### config.mk
export PLATFORM = sky130hd
export DESIGN_NAME = lphs_rem
export DESIGN_NICKNAME = d
export VERILOG_FILES = /design/src/sv/lphs_pkg.sv /design/src/sv/lphs_rem.sv
export SDC_FILE = /design/constraint.sdc
export NUM_CORES = 1
export LEC_CHECK = 0
export ABC_AREA = 0
export BUFFER_PORTS_ARGS = -buffer_cell sky130_fd_sc_hd__buf_4
export CORE_UTILIZATION = 46
export CTS_CLUSTER_DIAMETER = 40
export CTS_CLUSTER_SIZE = 40
export DETAILED_ROUTE_END_ITERATION = 10
export HOLD_SLACK_MARGIN = 0.02
export PLACE_DENSITY_LB_ADDON = 0.25
export SYNTH_ARGS = -nofsm -noshare
export SYNTH_HDL_FRONTEND = slang
export SYNTH_SLANG_ARGS = --single-unit
### constraint.sdc
create_clock -name clk_i -period 5.9 [get_ports clk_i]
set_clock_uncertainty 0.15 [all_clocks]
set_input_delay 0.295 -clock clk_i [delete_from_list [all_inputs] [get_ports clk_i]]
set_output_delay 0.295 -clock clk_i [all_outputs]
set_load 0.1 [all_outputs]
### src/sv/lphs_pkg.sv
// Shared constants and types for the linear-probing hash set.
`timescale 1ns / 1ps
package lphs_pkg;

  localparam int unsigned CAPACITY  = 1024;
  localparam int unsigned KEY_BITS  = 32;
  localparam int unsigned HASH_BITS = 32;
  localparam int unsigned SLOT_W    = $clog2(CAPACITY);
  localparam int unsigned SIZE_W    = SLOT_W + 1;

  localparam logic [SIZE_W-1:0] SIZE_RESET = SIZE_W'(53);

  localparam logic [1:0] MARK_EMPTY = 2'd0;
  localparam logic [1:0] MARK_LIVE  = 2'd1;
  localparam logic [1:0] MARK_TOMB  = 2'd2;

  localparam logic [1:0] OP_SEARCH = 2'd0;
  localparam logic [1:0] OP_INSERT = 2'd1;
  localparam logic [1:0] OP_REMOVE = 2'd2;

  localparam logic [1:0] STAT_OK     = 2'd0;
  localparam logic [1:0] STAT_FULL   = 2'd1;
  localparam logic [1:0] STAT_ABSENT = 2'd2;

  typedef struct packed {
    logic [1:0]          mark;
    logic [KEY_BITS-1:0] key;
  } slot_t;

endpackage

### src/sv/lphs_rem.sv
// Bit-serial remainder unit that reduces the hash modulo the table size.
`timescale 1ns / 1ps
module lphs_rem (
  input  logic                            clk_i,
  input  logic                            rst_ni,
  input  logic                            start_i,
  input  logic [lphs_pkg::HASH_BITS-1:0]  dividend_i,
  input  logic [lphs_pkg::SIZE_W-1:0]     divisor_i,
  output logic                            done_o,
  output logic [lphs_pkg::SLOT_W-1:0]     rem_o
);
  import lphs_pkg::*;

  localparam int unsigned CNT_W = $clog2(HASH_BITS);

  logic                 busy_q, busy_d;
  logic                 done_q, done_d;
  logic [CNT_W-1:0]     cnt_q, cnt_d;
  logic [HASH_BITS-1:0] dvd_q, dvd_d;
  logic [SIZE_W-1:0]    div_q, div_d;
  logic [SIZE_W-1:0]    rem_q, rem_d;
  logic [SIZE_W:0]      trial;

  always_comb begin
    busy_d = busy_q;
    done_d = 1'b0;
    cnt_d  = cnt_q;
    dvd_d  = dvd_q;
    div_d  = div_q;
    rem_d  = rem_q;
    trial  = {rem_q, dvd_q[HASH_BITS-1]};
    if (start_i) begin
      busy_d = 1'b1;
      cnt_d  = '0;
      dvd_d  = dividend_i;
      div_d  = divisor_i;
      rem_d  = '0;
    end else if (busy_q) begin
      if (trial >= {1'b0, div_q}) begin
        rem_d = SIZE_W'(trial - {1'b0, div_q});
      end else begin
        rem_d = trial[SIZE_W-1:0];
      end
      dvd_d = {dvd_q[HASH_BITS-2:0], 1'b0};
      cnt_d = cnt_q + CNT_W'(1);
      if (cnt_q == CNT_W'(HASH_BITS - 1)) begin
        busy_d = 1'b0;
        done_d = 1'b1;
      end
    end
  end

  always_ff @(posedge clk_i or negedge rst_ni) begin
    if (!rst_ni) begin
      busy_q <= 1'b0;
      done_q <= 1'b0;
      cnt_q  <= '0;
    end else begin
      busy_q <= busy_d;
      done_q <= done_d;
      cnt_q  <= cnt_d;
    end
  end

  always_ff @(posedge clk_i) begin
    dvd_q <= dvd_d;
    div_q <= div_d;
    rem_q <= rem_d;
  end

  assign done_o = done_q;
  assign rem_o  = rem_q[SLOT_W-1:0];

endmodule

==> run summary <==
The flow ran to the end, but the final reports show violations. The checks that failed: design-rule violations. For the initial antenna violation count, the log shows 0. The maximum vdd drop came out at 0.000155 V.

Setup repair after global routing left no endpoint under its margin. In this run the count of I/O pins placed on the die edge is 57. The logs give 0.482 for the effective utilization at floorplan and 0 for the number of antenna cells inserted. The library cells used most frequently in the layout, excluding fill and tap cells, are sky130_fd_sc_hd__buf_4, sky130_fd_sc_hd__edfxtp_1, sky130_fd_sc_hd__mux2_2.

For the pin with the worst max-slew slack, the measured transition is 0.782 ns. The analysis attributes to cell leakage a power of 1.65 nW. The post-synthesis register bit count was 61; the total clock sinks was 61.

The number of port buffers was 56. In this run, the number of DRC markers left after iteration 0 of detailed routing was 99. The synthesized cell area came out at 3100 um2.

The fraction of layout instances using a drive strength above 1 is 0.342, and the number of buffers inserted during clock tree synthesis is 9. For this design the ratio of total power to cell area is 420 nW/um2. Total of endpoints with negative setup slack in the final report: 0.

The fraction of synthesized cell area taken by the top area cell type is 0.417, and the via-per-instance ratio is 5.37. The most common library cell in the layout ignoring fill and taps was sky130_fd_sc_hd__buf_4. The die outline height works out to 84.1 um.

Power comes to 1.61 mW. The total length of routed wires came out at 5940 um. The maximum clock rate is 363 MHz, and the number of nets produced by synthesis is 314. The synthesized design spends more area on one cell type than any other, namely sky130_fd_sc_hd__edfxtp_1. The clock network latency to the later pin of the worst-skew pair was 0.34 ns. The count of maximum capacitance violations was 0. The path type of the worst setup path is register to register. Worst-path maximum fanout: 8. The core region area was 6420 um2.

The run gives 0 ns as the setup TNS. The first global-routing pass estimated 10100 um of wire. The register area share after synthesis is 0.544, and the clock transition time at the flip-flop clock pins of the worst setup and hold paths is 0.07 ns. Startpoint type of the worst setup path: a register. After synthesis, the mean cell area works out to 12.2 um2.

The tools report the synthesized instance count as 254. TritonCTS built the clock tree. For the overall via count from detail_route, the log shows 2142. Row generation in the floorplan step produced 29 rows.

The clock passes through at most 2 buffers. The period utilization is 0.466. Data on the critical path arrives at its endpoint at 2.83 ns. For the all-layer global routing usage, the log shows 0.186. The logs give 0 for the final max-slew violation count and 371 for the total instance count after detailed placement. For this run, the detailed router's first-pass iteration total came to 7.

The worst setup path is captured at a register. The total overflow left after global routing is 0. At the worst endpoint, the required time is 5.98 ns. The overall die width is 84.1 um. Final-stage net count: 377. The count of nets left with antenna violations once routing finished came out at 0. Once the clock tree was built, the setup fixing pass inserted 0 buffers. In this run the clock root is driven by a sky130_fd_sc_hd__clkbuf_8. Entering global routing, the biggest net connects 55 pins.

The per-cell routed wire length is 14.9 um. For the weighted congestion reported at the end of routability-driven placement, the log shows 0.943. The number of endpoints with negative hold slack in the final report was 0; the shortest period the worst path allows was 2.75 ns. Yosys synthesis warning count: 0.

The worst hold path belongs to the class input port to register. The area overhead of the layout relative to synthesis works out to 23.5%. The run gives 0.477 as the tightest slew margin relative to the limit.

The post-detailed-placement half-perimeter wirelength is 4100 um. After detailed routing, the number of remaining DRC violations is 4. The tools report the number of unique standard cell types used by synthesis as 45. CTS built an H-tree with a depth of 3. By area the synthesized netlist is led by sky130_fd_sc_hd__edfxtp_1, sky130_fd_sc_hd__mux2_2, sky130_fd_sc_hd__dfxtp_1, sky130_fd_sc_hd__dfrtp_1, sky130_fd_sc_hd__ha_1. Full die area: 7070 um2.

Hold is met by 0.0907 ns. The logs give 2149 for the number of global-route vias before repair and 399 for the final non-filler cell total.
[cells in the mapped netlist, drive strengths merged]
| cell type | count |
|---|---|
| a211o | 1 |
| nand3 | 1 |
| o211ai | 1 |
| or3 | 2 |
| a22o | 3 |
| dfxtp | 11 |
| and3 | 2 |
| ha | 13 |
| xor2 | 3 |
| nand4b | 1 |
| a211oi | 3 |
| o2bb2ai | 1 |
| a41oi | 1 |
| or3b | 1 |
| and2 | 2 |
| xnor2 | 4 |
| o21a | 4 |
| clkbuf | 6 |
| a21oi | 13 |
| nand2b | 3 |
| a21o | 3 |
| buf | 11 |
| nor3 | 4 |
| mux2i | 3 |
| edfxtp | 43 |
| nand4 | 3 |
| o31a | 1 |
| o221a | 1 |
| inv | 17 |
| o21ai | 14 |
| o2111a | 1 |
| nand2 | 12 |
| dfrtp | 7 |
| o22ai | 1 |
| o31ai | 1 |
| mux2 | 33 |
| fa | 1 |
| a32o | 1 |
| nor2b | 2 |
| nor2 | 19 |
[cell families (layout without fill, tap and decap cells)]
logic type      Yosys count  in the layout  synth area share
fa+ha+maj                14             14            0.0590
mux                      36             36             0.130
xor+xnor                  7              7            0.0198
simple gates             52             52            0.0828
buf+inv                  34            102            0.0557
flops                    61             61             0.544
compound gates           50             50             0.109
[metal layers]
layer / up-vias / GRT usage / part of all wire
li1: 1049 / - / -
met1: 1019 / 0.243 / 0.45
met2: 62 / 0.277 / 0.46
met3: 12 / 0.0524 / 0.070
met4: 0 / 0.107 / 0.017
met5: - / 0 / 0
[per-stage QoR]
stage | area, um2 | setup slack, ns | util
after floorplan | 3100 | 3.26 | -
after global routing | 3820 | 3.04 | 0.596
final | 3820 | 3.15 | 0.596
after CTS | 3820 | 3.14 | 0.596
after detailed placement | 3510 | 3.16 | 0.547
after global placement | 3510 | 3.21 | 0.547
[area by class of cell]
class	count	area (um2)
clock buffer	10	128
clock inverter	6	63.8
fill	539	2600
inverter	17	63.8
multi-input combinational	159	1240
sequential	61	1690
tap	77	96.3
timing repair buffer	69	548
[final timing paths]
check | start | endpoint | slack (ns) | cells after the start
worst max register to register | dvd_q[31] | rem_q[3] | 3.15 | 9
min in group asynchronous | rst_ni | cnt_q[1] | 0.15 | 2
worst min register to register | rem_q[10] | rem_q[10] | 0.37 | 2
max in group asynchronous | rst_ni | cnt_q[4] | 5.32 | 2
worst min-delay path | dividend_i[0] | dvd_q[0] | 0.09 | 2
worst max-delay path | dvd_q[31] | rem_q[3] | 3.15 | 9
[worst max-delay path, stage by stage, from the launching register on]
cell and delay, ns:
sky130_fd_sc_hd__edfxtp_1 0.34, sky130_fd_sc_hd__inv_1 0.05, sky130_fd_sc_hd__ha_1 0.21, sky130_fd_sc_hd__fa_1 0.41, sky130_fd_sc_hd__nand2b_2 0.22, sky130_fd_sc_hd__o2bb2ai_2 0.14, sky130_fd_sc_hd__a211o_1 0.36, sky130_fd_sc_hd__nand2_1 0.22
sky130_fd_sc_hd__mux2_2 0.36, sky130_fd_sc_hd__a22o_1 0.19
[state kept, by name (all words and copies together), names as in the netlist]
signal  cells
busy_q      1
cnt_q       5
div_q      11
done_o      1
dvd_q      32
rem_q      11
[what timing repair did]
action / CTS / global route
hold endpoints to repair: 18 / 0
hold buffers: 12 / 0
gates resized for setup: 0 / 0
[where the power goes]
group | internal, mW | switching (mW)
Combinational | 0.242 | 0.427
Sequential | 0.525 | 0.0500
Clock | 0.194 | 0.167
No activity file was read; power rests on OpenSTA's default activity.
